$ cat src/design/laser_sector_wall_follow_core_assert.svh
// ---------------------------------------------------------------------------
// Assertion macros for the laser sector wall follow core
// Implication checks, same cycle and next cycle, reported by $error.
// ---------------------------------------------------------------------------
`ifndef LASER_SECTOR_WALL_FOLLOW_CORE_ASSERT_SVH
`define LASER_SECTOR_WALL_FOLLOW_CORE_ASSERT_SVH

// consequent must hold in the same cycle as the antecedent
`define LSWF_ASSERT_IMP(lbl, clk, rst_n, ante, cons) \
    lbl: assert property (@(posedge clk) disable iff (!rst_n) (ante) |-> (cons)) \
        else $error("lswf check failed");

// consequent must hold in the cycle after the antecedent
`define LSWF_ASSERT_NEXT(lbl, clk, rst_n, ante, cons) \
    lbl: assert property (@(posedge clk) disable iff (!rst_n) (ante) |=> (cons)) \
        else $error("lswf check failed");

`endif

$ cat src/design/lswf_pkg.sv
// ---------------------------------------------------------------------------
// lswf_pkg
// Shared types and constants of the laser sector wall follow core.
// ---------------------------------------------------------------------------
`timescale 1ns / 1ps

package lswf_pkg;

    localparam int DATA_W   = 16;
    localparam int IDX_W    = 10;
    localparam int CFG_W    = 32;
    localparam int ADDR_W   = 5;
    localparam int TURN_W   = 10;
    localparam int SPEED_W  = 9;
    localparam int COS_FRAC = 15;

    localparam int SIDE_WINDOW_DEF  = 6;
    localparam int FRONT_WINDOW_DEF = 11;
    localparam int BEAM_COUNT_DEF   = 1024;
    localparam int QUEUE_DEPTH_DEF  = 2;

    localparam logic [DATA_W-1:0] RANGE_MIN_RST = 16'd0;
    localparam logic [DATA_W-1:0] RANGE_MAX_RST = 16'd30000;
    localparam logic [DATA_W-1:0] NEAR_RST      = 16'd100;
    localparam logic [DATA_W-1:0] FAR_RST       = 16'd150;
    localparam logic [DATA_W-1:0] COS_RST       = 16'd30382;
    localparam logic [IDX_W-1:0]  LEFT_RST      = 10'd152;
    localparam logic [IDX_W-1:0]  RIGHT_RST     = 10'd22;
    localparam logic [IDX_W-1:0]  FRONT_RST     = 10'd85;

    localparam logic signed [TURN_W-1:0] TURN_LEFT  = -10'sd500;
    localparam logic signed [TURN_W-1:0] TURN_RIGHT = 10'sd500;
    localparam logic signed [TURN_W-1:0] TURN_NONE  = 10'sd0;
    localparam logic [SPEED_W-1:0] SPEED_STOP = 9'd0;
    localparam logic [SPEED_W-1:0] SPEED_NEAR = 9'd100;
    localparam logic [SPEED_W-1:0] SPEED_FWD  = 9'd500;

    typedef enum logic [1:0] {
        STEER_AWAY    = 2'd0,
        STEER_TOWARD  = 2'd1,
        STEER_FORWARD = 2'd2,
        STEER_BLOCKED = 2'd3
    } t_steer;

    typedef enum logic [2:0] {
        REG_RANGE_MIN   = 3'd0,
        REG_RANGE_MAX   = 3'd1,
        REG_NEAR_THRESH = 3'd2,
        REG_FAR_THRESH  = 3'd3,
        REG_SIDE_COS    = 3'd4,
        REG_LEFT_START  = 3'd5,
        REG_RIGHT_START = 3'd6,
        REG_FRONT_START = 3'd7
    } t_reg_idx;

    typedef enum logic [2:0] {
        BK_IDLE,
        BK_START,
        BK_DIV,
        BK_MUL,
        BK_SCALE,
        BK_STEER,
        BK_OUT
    } t_back_state;

    typedef enum logic [1:0] {
        WIN_LEFT,
        WIN_RIGHT,
        WIN_FRONT
    } t_win;

    typedef struct packed {
        logic full;
        logic empty;
    } t_q_status;

    typedef struct packed {
        logic [DATA_W-1:0] range_min_mm;
        logic [DATA_W-1:0] range_max_mm;
        logic [DATA_W-1:0] near_thresh_mm;
        logic [DATA_W-1:0] far_thresh_mm;
        logic [DATA_W-1:0] side_cos_q15;
        logic [IDX_W-1:0]  left_start;
        logic [IDX_W-1:0]  right_start;
        logic [IDX_W-1:0]  front_start;
    } t_cfg;

    // first member lands in the top bits, so left_dist_mm sits at bit 0
    typedef struct packed {
        logic [SPEED_W-1:0]        speed_mm;
        logic signed [TURN_W-1:0]  turn_rate_mrad;
        t_steer                    steer_code;
        logic                      front_ok;
        logic                      right_ok;
        logic                      left_ok;
        logic [DATA_W-1:0]         front_dist_mm;
        logic [DATA_W-1:0]         right_dist_mm;
        logic [DATA_W-1:0]         left_dist_mm;
    } t_result;

endpackage

$ cat src/design/lswf_front.sv
// ---------------------------------------------------------------------------
// lswf_front
// Beam intake: window hit tests and per-window sum and count accumulation.
// Pushes a snapshot of the accumulators into the queue on the last beam.
// ---------------------------------------------------------------------------
`timescale 1ns / 1ps

module lswf_front #(
    parameter int SIDE_WINDOW  = lswf_pkg::SIDE_WINDOW_DEF,
    parameter int FRONT_WINDOW = lswf_pkg::FRONT_WINDOW_DEF,
    parameter int BEAM_COUNT   = lswf_pkg::BEAM_COUNT_DEF,
    parameter int SNAP_W       = 2 * (lswf_pkg::DATA_W + 2 * $clog2(SIDE_WINDOW + 1))
                                 + lswf_pkg::DATA_W + 2 * $clog2(FRONT_WINDOW + 1)
) (
    input  logic                        i_clk,
    input  logic                        i_rst_n,
    input  lswf_pkg::t_cfg              i_cfg,
    input  logic                        i_valid,
    output logic                        o_ready,
    input  logic [lswf_pkg::DATA_W-1:0] i_range,
    input  logic [lswf_pkg::IDX_W-1:0]  i_index,
    input  logic                        i_last,
    input  lswf_pkg::t_q_status         i_q_status,
    output logic                        o_push,
    output logic [SNAP_W-1:0]           o_snap
);

    localparam int SCW = $clog2(SIDE_WINDOW + 1);
    localparam int FCW = $clog2(FRONT_WINDOW + 1);
    localparam int SSW = lswf_pkg::DATA_W + SCW;
    localparam int FSW = lswf_pkg::DATA_W + FCW;
    localparam int XW  = lswf_pkg::IDX_W + 1;

    logic [SSW-1:0] r_left_sum,  n_left_sum;
    logic [SCW-1:0] r_left_cnt,  n_left_cnt;
    logic [SSW-1:0] r_right_sum, n_right_sum;
    logic [SCW-1:0] r_right_cnt, n_right_cnt;
    logic [FSW-1:0] r_front_sum, n_front_sum;
    logic [FCW-1:0] r_front_cnt, n_front_cnt;

    logic          accept;
    logic          sample_ok;
    logic [XW-1:0] idx_x;
    logic          hit_left, hit_right, hit_front;

    assign o_ready = !i_q_status.full;
    assign accept  = i_valid && o_ready;
    assign idx_x   = XW'(i_index);

    assign sample_ok = (i_range > i_cfg.range_min_mm) && (i_range < i_cfg.range_max_mm)
                       && (idx_x < XW'(BEAM_COUNT));

    // windows do not wrap at the top of the index range
    assign hit_left  = sample_ok && (idx_x >= XW'(i_cfg.left_start))
                       && (idx_x < XW'(i_cfg.left_start) + XW'(SIDE_WINDOW))
                       && (r_left_cnt < SCW'(SIDE_WINDOW));
    assign hit_right = sample_ok && (idx_x >= XW'(i_cfg.right_start))
                       && (idx_x < XW'(i_cfg.right_start) + XW'(SIDE_WINDOW))
                       && (r_right_cnt < SCW'(SIDE_WINDOW));
    assign hit_front = sample_ok && (idx_x >= XW'(i_cfg.front_start))
                       && (idx_x < XW'(i_cfg.front_start) + XW'(FRONT_WINDOW))
                       && (r_front_cnt < FCW'(FRONT_WINDOW));

    always_comb begin
        n_left_sum  = hit_left  ? r_left_sum  + SSW'(i_range) : r_left_sum;
        n_left_cnt  = hit_left  ? r_left_cnt  + SCW'(1)       : r_left_cnt;
        n_right_sum = hit_right ? r_right_sum + SSW'(i_range) : r_right_sum;
        n_right_cnt = hit_right ? r_right_cnt + SCW'(1)       : r_right_cnt;
        n_front_sum = hit_front ? r_front_sum + FSW'(i_range) : r_front_sum;
        n_front_cnt = hit_front ? r_front_cnt + FCW'(1)       : r_front_cnt;
    end

    assign o_push = accept && i_last;
    assign o_snap = {n_front_cnt, n_front_sum, n_right_cnt, n_right_sum,
                     n_left_cnt, n_left_sum};

    always_ff @(posedge i_clk) begin
        if (!i_rst_n || (accept && i_last)) begin
            r_left_sum  <= '0;
            r_left_cnt  <= '0;
            r_right_sum <= '0;
            r_right_cnt <= '0;
            r_front_sum <= '0;
            r_front_cnt <= '0;
        end else if (accept) begin
            r_left_sum  <= n_left_sum;
            r_left_cnt  <= n_left_cnt;
            r_right_sum <= n_right_sum;
            r_right_cnt <= n_right_cnt;
            r_front_sum <= n_front_sum;
            r_front_cnt <= n_front_cnt;
        end
    end

endmodule

$ cat src/design/lswf_fifo.sv
// ---------------------------------------------------------------------------
// lswf_fifo
// Short snapshot queue between the beam intake and the scan finisher.
// ---------------------------------------------------------------------------
`timescale 1ns / 1ps

module lswf_fifo #(
    parameter int WIDTH = 64,
    parameter int DEPTH = lswf_pkg::QUEUE_DEPTH_DEF
) (
    input  logic                i_clk,
    input  logic                i_rst_n,
    input  logic                i_push,
    input  logic [WIDTH-1:0]    i_data,
    input  logic                i_pop,
    output logic [WIDTH-1:0]    o_data,
    output lswf_pkg::t_q_status o_status
);

    localparam int PW = (DEPTH > 1) ? $clog2(DEPTH) : 1;
    localparam int CW = $clog2(DEPTH + 1);

    logic [WIDTH-1:0] r_mem [DEPTH];
    logic [PW-1:0]    r_wr, r_rd;
    logic [CW-1:0]    r_cnt;
    logic             do_push, do_pop;

    assign o_status.full  = (r_cnt == CW'(DEPTH));
    assign o_status.empty = (r_cnt == '0);
    assign do_push = i_push && !o_status.full;
    assign do_pop  = i_pop && !o_status.empty;
    assign o_data  = r_mem[r_rd];

    always_ff @(posedge i_clk) begin
        if (do_push) begin
            r_mem[r_wr] <= i_data;
        end
    end

    always_ff @(posedge i_clk) begin
        if (!i_rst_n) begin
            r_wr  <= '0;
            r_rd  <= '0;
            r_cnt <= '0;
        end else begin
            if (do_push) begin
                r_wr <= (r_wr == PW'(DEPTH - 1)) ? '0 : r_wr + PW'(1);
            end
            if (do_pop) begin
                r_rd <= (r_rd == PW'(DEPTH - 1)) ? '0 : r_rd + PW'(1);
            end
            if (do_push && !do_pop) begin
                r_cnt <= r_cnt + CW'(1);
            end else if (do_pop && !do_push) begin
                r_cnt <= r_cnt - CW'(1);
            end
        end
    end

endmodule

$ cat src/design/lswf_back.sv
// ---------------------------------------------------------------------------
// lswf_back
// Scan finisher: shared restoring divider for the three averages, cosine
// scaling of the sides, steering decision and output register.
// ---------------------------------------------------------------------------
`timescale 1ns / 1ps

module lswf_back #(
    parameter int SIDE_WINDOW  = lswf_pkg::SIDE_WINDOW_DEF,
    parameter int FRONT_WINDOW = lswf_pkg::FRONT_WINDOW_DEF,
    parameter int SNAP_W       = 2 * (lswf_pkg::DATA_W + 2 * $clog2(SIDE_WINDOW + 1))
                                 + lswf_pkg::DATA_W + 2 * $clog2(FRONT_WINDOW + 1)
) (
    input  logic                i_clk,
    input  logic                i_rst_n,
    input  lswf_pkg::t_cfg      i_cfg,
    input  lswf_pkg::t_q_status i_q_status,
    input  logic [SNAP_W-1:0]   i_snap,
    output logic                o_pop,
    output logic                o_valid,
    input  logic                i_ready,
    output lswf_pkg::t_result   o_result
);

    localparam int DW_ = lswf_pkg::DATA_W;
    localparam int SCW = $clog2(SIDE_WINDOW + 1);
    localparam int FCW = $clog2(FRONT_WINDOW + 1);
    localparam int SSW = DW_ + SCW;
    localparam int FSW = DW_ + FCW;
    localparam int CW  = (SCW > FCW) ? SCW : FCW;
    localparam int QW  = DW_ + CW;
    localparam int STW = $clog2(QW + 1);
    localparam int RB  = SSW + SCW;
    localparam int FB  = 2 * (SSW + SCW);
    localparam int PRW = 2 * DW_;

    lswf_pkg::t_back_state r_state, n_state;
    lswf_pkg::t_win        r_win, n_win;
    logic [STW-1:0]        r_step, n_step;
    logic                  r_valid, n_valid;
    logic [SNAP_W-1:0]     r_snap, n_snap;
    logic [CW-1:0]         r_rem, n_rem;
    logic [QW-1:0]         r_quo, n_quo;
    logic [PRW-1:0]        r_prod, n_prod;
    logic [DW_-1:0]        r_ld, n_ld, r_rd, n_rd, r_fd, n_fd;
    logic                  r_lok, n_lok, r_rok, n_rok, r_fok, n_fok;
    lswf_pkg::t_result     r_result, n_result;

    logic [QW-1:0]  cur_sum;
    logic [CW-1:0]  cur_cnt;
    logic [CW:0]    rem_sh;
    logic           fits;
    logic [CW:0]    rem_sub;
    logic [QW-1:0]  quo_new;
    logic [DW_:0]   scaled;
    logic [DW_-1:0] sat;

    always_comb begin
        case (r_win)
            lswf_pkg::WIN_LEFT: begin
                cur_sum = QW'(r_snap[SSW-1:0]);
                cur_cnt = CW'(r_snap[SSW+SCW-1:SSW]);
            end
            lswf_pkg::WIN_RIGHT: begin
                cur_sum = QW'(r_snap[RB+SSW-1:RB]);
                cur_cnt = CW'(r_snap[RB+SSW+SCW-1:RB+SSW]);
            end
            default: begin
                cur_sum = QW'(r_snap[FB+FSW-1:FB]);
                cur_cnt = CW'(r_snap[FB+FSW+FCW-1:FB+FSW]);
            end
        endcase
    end

    // one quotient bit per cycle, MSB first
    assign rem_sh  = {r_rem, r_quo[QW-1]};
    assign fits    = (rem_sh >= {1'b0, cur_cnt});
    assign rem_sub = fits ? rem_sh - {1'b0, cur_cnt} : rem_sh;
    assign quo_new = {r_quo[QW-2:0], fits};

    assign scaled = r_prod[lswf_pkg::COS_FRAC+DW_:lswf_pkg::COS_FRAC];
    assign sat    = scaled[DW_] ? '1 : scaled[DW_-1:0];

    always_comb begin
        n_state  = r_state;
        n_win    = r_win;
        n_step   = r_step;
        n_valid  = r_valid;
        n_snap   = r_snap;
        n_rem    = r_rem;
        n_quo    = r_quo;
        n_prod   = r_prod;
        n_ld     = r_ld;
        n_rd     = r_rd;
        n_fd     = r_fd;
        n_lok    = r_lok;
        n_rok    = r_rok;
        n_fok    = r_fok;
        n_result = r_result;
        o_pop    = 1'b0;
        case (r_state)
            lswf_pkg::BK_IDLE: begin
                if (!i_q_status.empty) begin
                    o_pop   = 1'b1;
                    n_snap  = i_snap;
                    n_win   = lswf_pkg::WIN_LEFT;
                    n_state = lswf_pkg::BK_START;
                end
            end
            lswf_pkg::BK_START: begin
                if (cur_cnt == '0) begin
                    // empty window reports the near threshold
                    case (r_win)
                        lswf_pkg::WIN_LEFT: begin
                            n_ld    = i_cfg.near_thresh_mm;
                            n_lok   = 1'b0;
                            n_win   = lswf_pkg::WIN_RIGHT;
                        end
                        lswf_pkg::WIN_RIGHT: begin
                            n_rd    = i_cfg.near_thresh_mm;
                            n_rok   = 1'b0;
                            n_win   = lswf_pkg::WIN_FRONT;
                        end
                        default: begin
                            n_fd    = i_cfg.near_thresh_mm;
                            n_fok   = 1'b0;
                            n_state = lswf_pkg::BK_STEER;
                        end
                    endcase
                end else begin
                    n_quo   = cur_sum;
                    n_rem   = '0;
                    n_step  = STW'(QW);
                    n_state = lswf_pkg::BK_DIV;
                end
            end
            lswf_pkg::BK_DIV: begin
                n_rem  = rem_sub[CW-1:0];
                n_quo  = quo_new;
                n_step = r_step - STW'(1);
                if (r_step == STW'(1)) begin
                    if (r_win == lswf_pkg::WIN_FRONT) begin
                        n_fd    = quo_new[DW_-1:0];
                        n_fok   = 1'b1;
                        n_state = lswf_pkg::BK_STEER;
                    end else begin
                        n_state = lswf_pkg::BK_MUL;
                    end
                end
            end
            lswf_pkg::BK_MUL: begin
                n_prod  = PRW'(r_quo[DW_-1:0]) * PRW'(i_cfg.side_cos_q15);
                n_state = lswf_pkg::BK_SCALE;
            end
            lswf_pkg::BK_SCALE: begin
                n_state = lswf_pkg::BK_START;
                if (r_win == lswf_pkg::WIN_LEFT) begin
                    n_ld  = sat;
                    n_lok = 1'b1;
                    n_win = lswf_pkg::WIN_RIGHT;
                end else begin
                    n_rd  = sat;
                    n_rok = 1'b1;
                    n_win = lswf_pkg::WIN_FRONT;
                end
            end
            lswf_pkg::BK_STEER: begin
                n_result.left_dist_mm  = r_ld;
                n_result.right_dist_mm = r_rd;
                n_result.front_dist_mm = r_fd;
                n_result.left_ok       = r_lok;
                n_result.right_ok      = r_rok;
                n_result.front_ok      = r_fok;
                if (r_fd > i_cfg.near_thresh_mm) begin
                    if (r_ld < i_cfg.near_thresh_mm) begin
                        n_result.steer_code     = lswf_pkg::STEER_AWAY;
                        n_result.turn_rate_mrad = lswf_pkg::TURN_LEFT;
                        n_result.speed_mm       = lswf_pkg::SPEED_STOP;
                    end else if (r_ld > i_cfg.far_thresh_mm) begin
                        n_result.steer_code     = lswf_pkg::STEER_TOWARD;
                        n_result.turn_rate_mrad = lswf_pkg::TURN_RIGHT;
                        n_result.speed_mm       = lswf_pkg::SPEED_NEAR;
                    end else begin
                        n_result.steer_code     = lswf_pkg::STEER_FORWARD;
                        n_result.turn_rate_mrad = lswf_pkg::TURN_NONE;
                        n_result.speed_mm       = lswf_pkg::SPEED_FWD;
                    end
                end else begin
                    n_result.steer_code     = lswf_pkg::STEER_BLOCKED;
                    n_result.turn_rate_mrad = lswf_pkg::TURN_LEFT;
                    n_result.speed_mm       = lswf_pkg::SPEED_STOP;
                end
                n_valid = 1'b1;
                n_state = lswf_pkg::BK_OUT;
            end
            lswf_pkg::BK_OUT: begin
                if (i_ready) begin
                    n_valid = 1'b0;
                    n_state = lswf_pkg::BK_IDLE;
                end
            end
            default: begin
                n_state = lswf_pkg::BK_IDLE;
            end
        endcase
    end

    always_ff @(posedge i_clk) begin
        if (!i_rst_n) begin
            r_state <= lswf_pkg::BK_IDLE;
            r_win   <= lswf_pkg::WIN_LEFT;
            r_step  <= '0;
            r_valid <= 1'b0;
        end else begin
            r_state <= n_state;
            r_win   <= n_win;
            r_step  <= n_step;
            r_valid <= n_valid;
        end
    end

    always_ff @(posedge i_clk) begin
        r_snap   <= n_snap;
        r_rem    <= n_rem;
        r_quo    <= n_quo;
        r_prod   <= n_prod;
        r_ld     <= n_ld;
        r_rd     <= n_rd;
        r_fd     <= n_fd;
        r_lok    <= n_lok;
        r_rok    <= n_rok;
        r_fok    <= n_fok;
        r_result <= n_result;
    end

    assign o_valid  = r_valid;
    assign o_result = r_result;

endmodule

$ cat src/design/laser_sector_wall_follow_core.sv
// Throughput: one beam per cycle while the snapshot queue is not full; a new scan
//   is taken from the queue only after the previous result is accepted. Each window mean
//   comes from the shared one-bit-per-cycle restoring divider, whose quotient is 16 + bits of
//   the larger window count wide (20 at default windows); empty windows skip the divider.
// Reset: synchronous, active low; config registers take their defaults, sums clear.
// ---------------------------------------------------------------------------
// laser_sector_wall_follow_core
// Laser scan sector averaging with left-wall-following steering commands.
// ---------------------------------------------------------------------------
`timescale 1ns / 1ps

module laser_sector_wall_follow_core #(
    parameter int SIDE_WINDOW  = lswf_pkg::SIDE_WINDOW_DEF,
    parameter int FRONT_WINDOW = lswf_pkg::FRONT_WINDOW_DEF,
    parameter int BEAM_COUNT   = lswf_pkg::BEAM_COUNT_DEF
) (
    input  logic                        i_clk,
    input  logic                        i_rst_n,
    // beam stream
    input  logic                        i_s_tvalid,
    output logic                        o_s_tready,
    input  logic [31:0]                 i_s_tdata,   // range_mm[15:0], beam_index[25:16]
    input  logic                        i_s_tlast,   // last_beam
    // result stream
    output logic                        o_m_tvalid,
    input  logic                        i_m_tready,
    output logic [71:0]                 o_m_tdata,   // left_dist_mm[15:0],
                                                     // right_dist_mm[31:16],
                                                     // front_dist_mm[47:32], left_ok[48],
                                                     // right_ok[49], front_ok[50],
                                                     // steer_code[52:51],
                                                     // turn_rate_mrad[62:53],
                                                     // speed_mm[71:63]
    // configuration
    input  logic                        psel,
    input  logic                        penable,
    input  logic                        pwrite,
    input  logic [lswf_pkg::ADDR_W-1:0] paddr,
    input  logic [lswf_pkg::CFG_W-1:0]  pwdata,
    output logic [lswf_pkg::CFG_W-1:0]  prdata,
    output logic                        pready
);

    `include "laser_sector_wall_follow_core_assert.svh"

    localparam int SNAP_W = 2 * (lswf_pkg::DATA_W + 2 * $clog2(SIDE_WINDOW + 1))
                            + lswf_pkg::DATA_W + 2 * $clog2(FRONT_WINDOW + 1);

    lswf_pkg::t_cfg      r_cfg;
    lswf_pkg::t_reg_idx  reg_sel;
    lswf_pkg::t_q_status q_status;
    lswf_pkg::t_result   w_result;
    logic                cfg_wr;
    logic                w_push, w_pop;
    logic [SNAP_W-1:0]   w_snap_in, w_snap_out;

    // ---- configuration registers ----
    assign pready  = 1'b1;
    assign reg_sel = lswf_pkg::t_reg_idx'(paddr[4:2]);
    assign cfg_wr  = psel && penable && pwrite;

    always_ff @(posedge i_clk) begin
        if (!i_rst_n) begin
            r_cfg.range_min_mm   <= lswf_pkg::RANGE_MIN_RST;
            r_cfg.range_max_mm   <= lswf_pkg::RANGE_MAX_RST;
            r_cfg.near_thresh_mm <= lswf_pkg::NEAR_RST;
            r_cfg.far_thresh_mm  <= lswf_pkg::FAR_RST;
            r_cfg.side_cos_q15   <= lswf_pkg::COS_RST;
            r_cfg.left_start     <= lswf_pkg::LEFT_RST;
            r_cfg.right_start    <= lswf_pkg::RIGHT_RST;
            r_cfg.front_start    <= lswf_pkg::FRONT_RST;
        end else if (cfg_wr) begin
            case (reg_sel)
                lswf_pkg::REG_RANGE_MIN:   r_cfg.range_min_mm   <= pwdata[15:0];
                lswf_pkg::REG_RANGE_MAX:   r_cfg.range_max_mm   <= pwdata[15:0];
                lswf_pkg::REG_NEAR_THRESH: r_cfg.near_thresh_mm <= pwdata[15:0];
                lswf_pkg::REG_FAR_THRESH:  r_cfg.far_thresh_mm  <= pwdata[15:0];
                lswf_pkg::REG_SIDE_COS:    r_cfg.side_cos_q15   <= pwdata[15:0];
                lswf_pkg::REG_LEFT_START:  r_cfg.left_start     <= pwdata[9:0];
                lswf_pkg::REG_RIGHT_START: r_cfg.right_start    <= pwdata[9:0];
                lswf_pkg::REG_FRONT_START: r_cfg.front_start    <= pwdata[9:0];
                default: ;
            endcase
        end
    end

    always_comb begin
        case (reg_sel)
            lswf_pkg::REG_RANGE_MIN:   prdata = 32'(r_cfg.range_min_mm);
            lswf_pkg::REG_RANGE_MAX:   prdata = 32'(r_cfg.range_max_mm);
            lswf_pkg::REG_NEAR_THRESH: prdata = 32'(r_cfg.near_thresh_mm);
            lswf_pkg::REG_FAR_THRESH:  prdata = 32'(r_cfg.far_thresh_mm);
            lswf_pkg::REG_SIDE_COS:    prdata = 32'(r_cfg.side_cos_q15);
            lswf_pkg::REG_LEFT_START:  prdata = 32'(r_cfg.left_start);
            lswf_pkg::REG_RIGHT_START: prdata = 32'(r_cfg.right_start);
            lswf_pkg::REG_FRONT_START: prdata = 32'(r_cfg.front_start);
            default:                   prdata = '0;
        endcase
    end

    // ---- datapath ----
    lswf_front #(
        .SIDE_WINDOW  (SIDE_WINDOW),
        .FRONT_WINDOW (FRONT_WINDOW),
        .BEAM_COUNT   (BEAM_COUNT),
        .SNAP_W       (SNAP_W)
    ) u_front (
        .i_clk      (i_clk),
        .i_rst_n    (i_rst_n),
        .i_cfg      (r_cfg),
        .i_valid    (i_s_tvalid),
        .o_ready    (o_s_tready),
        .i_range    (i_s_tdata[15:0]),
        .i_index    (i_s_tdata[25:16]),
        .i_last     (i_s_tlast),
        .i_q_status (q_status),
        .o_push     (w_push),
        .o_snap     (w_snap_in)
    );

    lswf_fifo #(
        .WIDTH (SNAP_W),
        .DEPTH (lswf_pkg::QUEUE_DEPTH_DEF)
    ) u_fifo (
        .i_clk    (i_clk),
        .i_rst_n  (i_rst_n),
        .i_push   (w_push),
        .i_data   (w_snap_in),
        .i_pop    (w_pop),
        .o_data   (w_snap_out),
        .o_status (q_status)
    );

    lswf_back #(
        .SIDE_WINDOW  (SIDE_WINDOW),
        .FRONT_WINDOW (FRONT_WINDOW),
        .SNAP_W       (SNAP_W)
    ) u_back (
        .i_clk      (i_clk),
        .i_rst_n    (i_rst_n),
        .i_cfg      (r_cfg),
        .i_q_status (q_status),
        .i_snap     (w_snap_out),
        .o_pop      (w_pop),
        .o_valid    (o_m_tvalid),
        .i_ready    (i_m_tready),
        .o_result   (w_result)
    );

    assign o_m_tdata = w_result;

    // ---- checks ----
    `LSWF_ASSERT_IMP(a_left_empty, i_clk, i_rst_n, o_m_tvalid && !w_result.left_ok, w_result.left_dist_mm == r_cfg.near_thresh_mm)
    `LSWF_ASSERT_IMP(a_front_empty, i_clk, i_rst_n, o_m_tvalid && !w_result.front_ok, w_result.steer_code == lswf_pkg::STEER_BLOCKED)
    `LSWF_ASSERT_IMP(a_forward_cmd, i_clk, i_rst_n, o_m_tvalid && (w_result.steer_code == lswf_pkg::STEER_FORWARD), (w_result.speed_mm == lswf_pkg::SPEED_FWD) && (w_result.turn_rate_mrad == lswf_pkg::TURN_NONE))
    `LSWF_ASSERT_NEXT(a_scan_queued, i_clk, i_rst_n, i_s_tvalid && o_s_tready && i_s_tlast, !q_status.empty)

endmodule
$ cat config.mk
export PLATFORM = sky130hd
export DESIGN_NAME = laser_sector_wall_follow_core
export DESIGN_NICKNAME = d
export VERILOG_FILES = /design/src/design/lswf_pkg.sv /design/src/design/lswf_front.sv /design/src/design/lswf_fifo.sv /design/src/design/lswf_back.sv /design/src/design/laser_sector_wall_follow_core.sv
export VERILOG_INCLUDE_DIRS = /design/src /design/src/design
export SDC_FILE = /design/constraint.sdc
export NUM_CORES = 2
export LEC_CHECK = 0
export ABC_AREA = 0
export BUFFER_PORTS_ARGS = -buffer_cell sky130_fd_sc_hd__buf_2
export CAP_MARGIN = 20
export CORE_MARGIN = 1.5
export CORE_UTILIZATION = 44
export CTS_CLUSTER_SIZE = 20
export DETAILED_ROUTE_END_ITERATION = 8
export PLACE_DENSITY_LB_ADDON = 0.25
export SLEW_MARGIN = 20
export SYNTH_ARGS = -nofsm -noshare
export SYNTH_HDL_FRONTEND = slang
export SYNTH_SLANG_ARGS = --single-unit
$ cat constraint.sdc
create_clock -name i_clk -period 11.9 [get_ports i_clk]
set_input_delay 1.19 -clock i_clk [delete_from_list [all_inputs] [get_ports i_clk]]
set_output_delay 1.19 -clock i_clk [all_outputs]
set_load 0.005 [all_outputs]
==> metrics.txt <==
# TYPE chip_impl_metric gauge
chip_impl_info{name="min_from",value="u_back.r_rd[0]"} 1
chip_impl_metric{name="slowest_delay",unit="ns"} 0.91
chip_impl_metric{name="cts_htree_levels",unit=""} 2
chip_impl_info{name="setup_repair_after_global_routing_missed_its_margin",value="no"} 1
chip_impl_metric{name="crit_path_max_fanout",unit=""} 18
chip_impl_metric{name="critical_path_required",unit="ns"} 12.26
chip_impl_metric{name="layout.nets",unit=""} 4063
chip_impl_metric{name="detailedPlacementHpwl",unit="um"} 66380
chip_impl_metric{name="clkSlewWorstSetupHoldPaths",unit="ns"} 0.06
chip_impl_metric{name="synth_sequential_area_ratio",unit=""} 0.4060
chip_impl_metric{name="antenna_diode_count",unit=""} 0
chip_impl_metric{name="max-cap-violations",unit=""} 0
chip_impl_metric{name="synth_edf_count",unit=""} 354
chip_impl_metric{name="share_of_cells_above_drive_strength_1",unit=""} 0.1127
chip_impl_metric{name="fmaxAchievable",unit="MHz"} 138.5
chip_impl_metric{name="first_global_vias",unit=""} 24180
chip_impl_info{name="synth_flop_cell",value="sky130_fd_sc_hd__edfxtp_1"} 1
chip_impl_metric{name="post_synth_num_cell_types",unit=""} 85
chip_impl_metric{name="drt_wl_total",unit="um"} 91780
chip_impl_info{name="tritoncts",value="built"} 1
chip_impl_info{name="class_of_the_tightest_hold_or_removal_check",value="register to register"} 1
chip_impl_metric{name="post-cts-setup-buffer-count",unit=""} 0
chip_impl_metric{name="cts.hold.buffers_added",unit=""} 0
chip_impl_info{name="cp-end-kind",value="register"} 1
chip_impl_info{name="crit_path_frequent_cell",value="sky130_fd_sc_hd__fa_1"} 1
chip_impl_metric{name="r2r_slack",unit="ns"} 4.68
chip_impl_metric{name="chipWidth",unit="um"} 287.8
chip_impl_metric{name="ioPinCount",unit=""} 184
chip_impl_metric{name="fin_setup_tns",unit="ns"} 0
chip_impl_info{name="launch_point_of_the_worst_reg_to_reg_path",value="r_cfg[39]"} 1
chip_impl_metric{name="drt_first_pass_iters",unit=""} 5
chip_impl_info{name="setup.worst_path.class",value="register to register"} 1
chip_impl_metric{name="rr_worst_depth",unit=""} 22
chip_impl_metric{name="route.detailed.vias_per_inst",unit=""} 5.370
chip_impl_metric{name="yosysWarnings",unit=""} 0
chip_impl_metric{name="timing.final.crit_period",unit="ns"} 7.222
chip_impl_metric{name="min_period_over_period",unit=""} 0.6069
chip_impl_metric{name="post_synth_inst_count",unit=""} 3426
chip_impl_info{name="outcome",value="finished, final reports clean"} 1
chip_impl_metric{name="post_cts.resized_instances",unit=""} 0
chip_impl_metric{name="synth-async-reset-ratio",unit=""} 0
chip_impl_info{name="timing.critical_path.from_type",value="register"} 1
chip_impl_metric{name="postRouteAntennaNets",unit=""} 0
chip_impl_metric{name="ctsLongestPathBuffers",unit=""} 3
chip_impl_metric{name="floorplan.rows",unit=""} 104
chip_impl_metric{name="initialDrtViolationCount",unit=""} 1853
chip_impl_info{name="worst_hold_path.endpoint",value="u_back.o_result[16]"} 1
chip_impl_metric{name="flow.area_growth_from_synthesis",unit="%"} 9.498
chip_impl_metric{name="globalRoute.totalOverflow",unit=""} 0
chip_impl_info{name="worstPathCellList",value="nand2_1 > fa_1 > inv_1 > fa_1 > inv_1 > fa_1 > inv_1 > fa_1 > fa_1 > inv_1 > fa_1 > inv_1 > ha_1 > a211oi_1 > nand2_1 > a211oi_1 > a21oi_1 > a211oi_2 > a21oi_1 > a31o_2 > a221oi_1 > xnor2_1"} 1
chip_impl_metric{name="clock_sink_count",unit=""} 547
chip_impl_metric{name="floorplan.initialDensity",unit=""} 0.4439
chip_impl_metric{name="cts_made_buffers",unit=""} 59
chip_impl_metric{name="finalSetupViolations",unit=""} 0
chip_impl_info{name="cp_max_stage_cell",value="sky130_fd_sc_hd__dfxtp_1"} 1
chip_impl_metric{name="area_inside_the_core_boundary",unit="um^2"} 80420
chip_impl_metric{name="hold_violations",unit=""} 0
chip_impl_metric{name="critPathArrivalTime",unit="ns"} 7.58
chip_impl_metric{name="placement.cell_area",unit="um^2"} 37170
chip_impl_info{name="worst_r2r_endpoint",value="u_back.r_prod[31]"} 1
chip_impl_metric{name="final_weighted_congestion_in_routability_driven_placement",unit=""} 0.8904
chip_impl_metric{name="die_height",unit="um"} 287.8
chip_impl_metric{name="timing.slew.headroom",unit=""} 0.2407
chip_impl_metric{name="worstMarginPinSlew",unit="ns"} 1.127
chip_impl_info{name="cts.root.buffer_cell",value="sky130_fd_sc_hd__clkbuf_16"} 1
chip_impl_metric{name="slew_violations",unit=""} 0
chip_impl_metric{name="synth-seq-cells",unit=""} 547
chip_impl_metric{name="clock_insertion_delay_worst_skew",unit="ns"} 0.64
chip_impl_metric{name="layout_cell_area_excl_fill",unit="um^2"} 39090
chip_impl_metric{name="overall_die_area",unit="um^2"} 82850
chip_impl_metric{name="synth.cell_area",unit="um^2"} 35700
chip_impl_info{name="layout_common_cells",value="sky130_fd_sc_hd__nand2_1, sky130_fd_sc_hd__edfxtp_1, sky130_fd_sc_hd__inv_1"} 1
chip_impl_metric{name="postSynthAreaPerCell",unit="um^2"} 10.42
chip_impl_info{name="final_common_cell",value="sky130_fd_sc_hd__nand2_1"} 1
chip_impl_info{name="cpLargestDelayFamily",value="adder cells"} 1
chip_impl_metric{name="vias",unit=""} 24710
chip_impl_metric{name="post_drt_wl_per_cell",unit="um"} 19.95
chip_impl_metric{name="worstHoldPathCells",unit=""} 0
chip_impl_metric{name="timing.clock.skew",unit="ns"} 0.03354
chip_impl_metric{name="grt.total_usage",unit=""} 0.2239
chip_impl_metric{name="grt_start_max_net_pins",unit=""} 88
chip_impl_metric{name="grt_pass1_wl",unit="um"} 142100
chip_impl_metric{name="drt_drc_violations_left",unit=""} 0
chip_impl_metric{name="port_buffers",unit=""} 137
chip_impl_metric{name="cp.buffers_inverters",unit=""} 5
chip_impl_metric{name="antenna_found_initial",unit=""} 5
[area by class of cell]
class                   instances  area, um^2
fillers                      7421       41330
multi-input cells            2363       19120
flip-flops and latches        547       14500
clock buffers                  78        1640
inverters                     354        1329
well taps                    1060        1326
repair buffers                166       925.9
clock inverters                33       251.5
[cells in the mapped netlist (56+ instances only)]
library cell,n,share of area
sky130_fd_sc_hd__inv_1,352,0.037
sky130_fd_sc_hd__mux2i_1,72,0.020
sky130_fd_sc_hd__ha_1,298,0.10
sky130_fd_sc_hd__clkbuf_1,111,0.012
sky130_fd_sc_hd__a21boi_0,75,0.016
sky130_fd_sc_hd__xnor2_1,73,0.018
sky130_fd_sc_hd__nand2_1,451,0.047
sky130_fd_sc_hd__mux2_2,95,0.030
sky130_fd_sc_hd__o21ai_0,162,0.023
sky130_fd_sc_hd__nor2_1,157,0.017
sky130_fd_sc_hd__nand3_1,56,0.0079
sky130_fd_sc_hd__fa_1,197,0.11
sky130_fd_sc_hd__and2_1,128,0.022
sky130_fd_sc_hd__edfxtp_1,354,0.30
sky130_fd_sc_hd__a21oi_1,146,0.020
sky130_fd_sc_hd__dfxtp_1,193,0.11
[state kept, by name (all words and copies together) (netlist names), 17 cells and up]
signal,flops
u_back.r_quo,20
u_front.r_left_sum,19
u_front.r_front_sum,20
u_fifo.r_mem,136
u_back.r_prod,17
r_cfg,110
u_front.r_right_sum,19
u_back.r_snap,68
u_back.o_result,58
[metal layers]
layer,GRT usage,up-vias,part of all wire
li1,-,11830,-
met4,0.06545,2,0.029
met1,0.3068,12020,0.45
met3,0.03772,154,0.066
met5,0,-,0.000076
met2,0.3638,705,0.46
[logic make-up (layout without fill, tap and decap cells)]
logic type / count (synthesis) / in the layout / synth area share
and+or+nand+nor: 943 / 943 / 0.1212
AOI/OAI and AO/OA: 600 / 600 / 0.1075
DFF: 547 / 547 / 0.4060
buffers and inverters: 536 / 631 / 0.06151
adders and majority gates: 495 / 495 / 0.2149
muxes: 195 / 195 / 0.06214
xor gates and xnor gates: 108 / 108 / 0.02650
other: 2 / 22 / 0.0002104
[worst max path at each step]
| stage | start | to | slack, ns | depth (start not counted) |
|---|---|---|---|---|
| 3_3_place_gp | r_cfg[39] | u_back.r_prod[31] | 4.76 | 22 |
| 5_1_grt | r_cfg[39] | u_back.r_prod[31] | 4.24 | 22 |
| 6_report | r_cfg[39] | u_back.r_prod[31] | 4.68 | 22 |
| 4_1_cts | r_cfg[39] | u_back.r_prod[31] | 4.67 | 22 |
| 3_5_place_dp | r_cfg[39] | u_back.r_prod[31] | 4.74 | 22 |
| 2_1_floorplan | r_cfg[39] | u_back.r_prod[31] | 5.60 | 24 |
[through the flow]
step,cells,setup slack (ns),util,hold slack [ns]
2_1_floorplan,3446,5.601,-,0.4003
3_3_place_gp,4489,4.760,0.4622,0.4016
3_5_place_dp,4489,4.736,0.4622,0.4045
4_1_cts,4600,4.667,0.4857,0.4174
5_1_grt,4601,4.238,0.4861,0.4204
6_report,4601,4.678,0.4861,0.4175
Power is left out: the tool's default activity adds up to more than one toggle a clock period on the data nets, which glitch-free logic cannot reach.
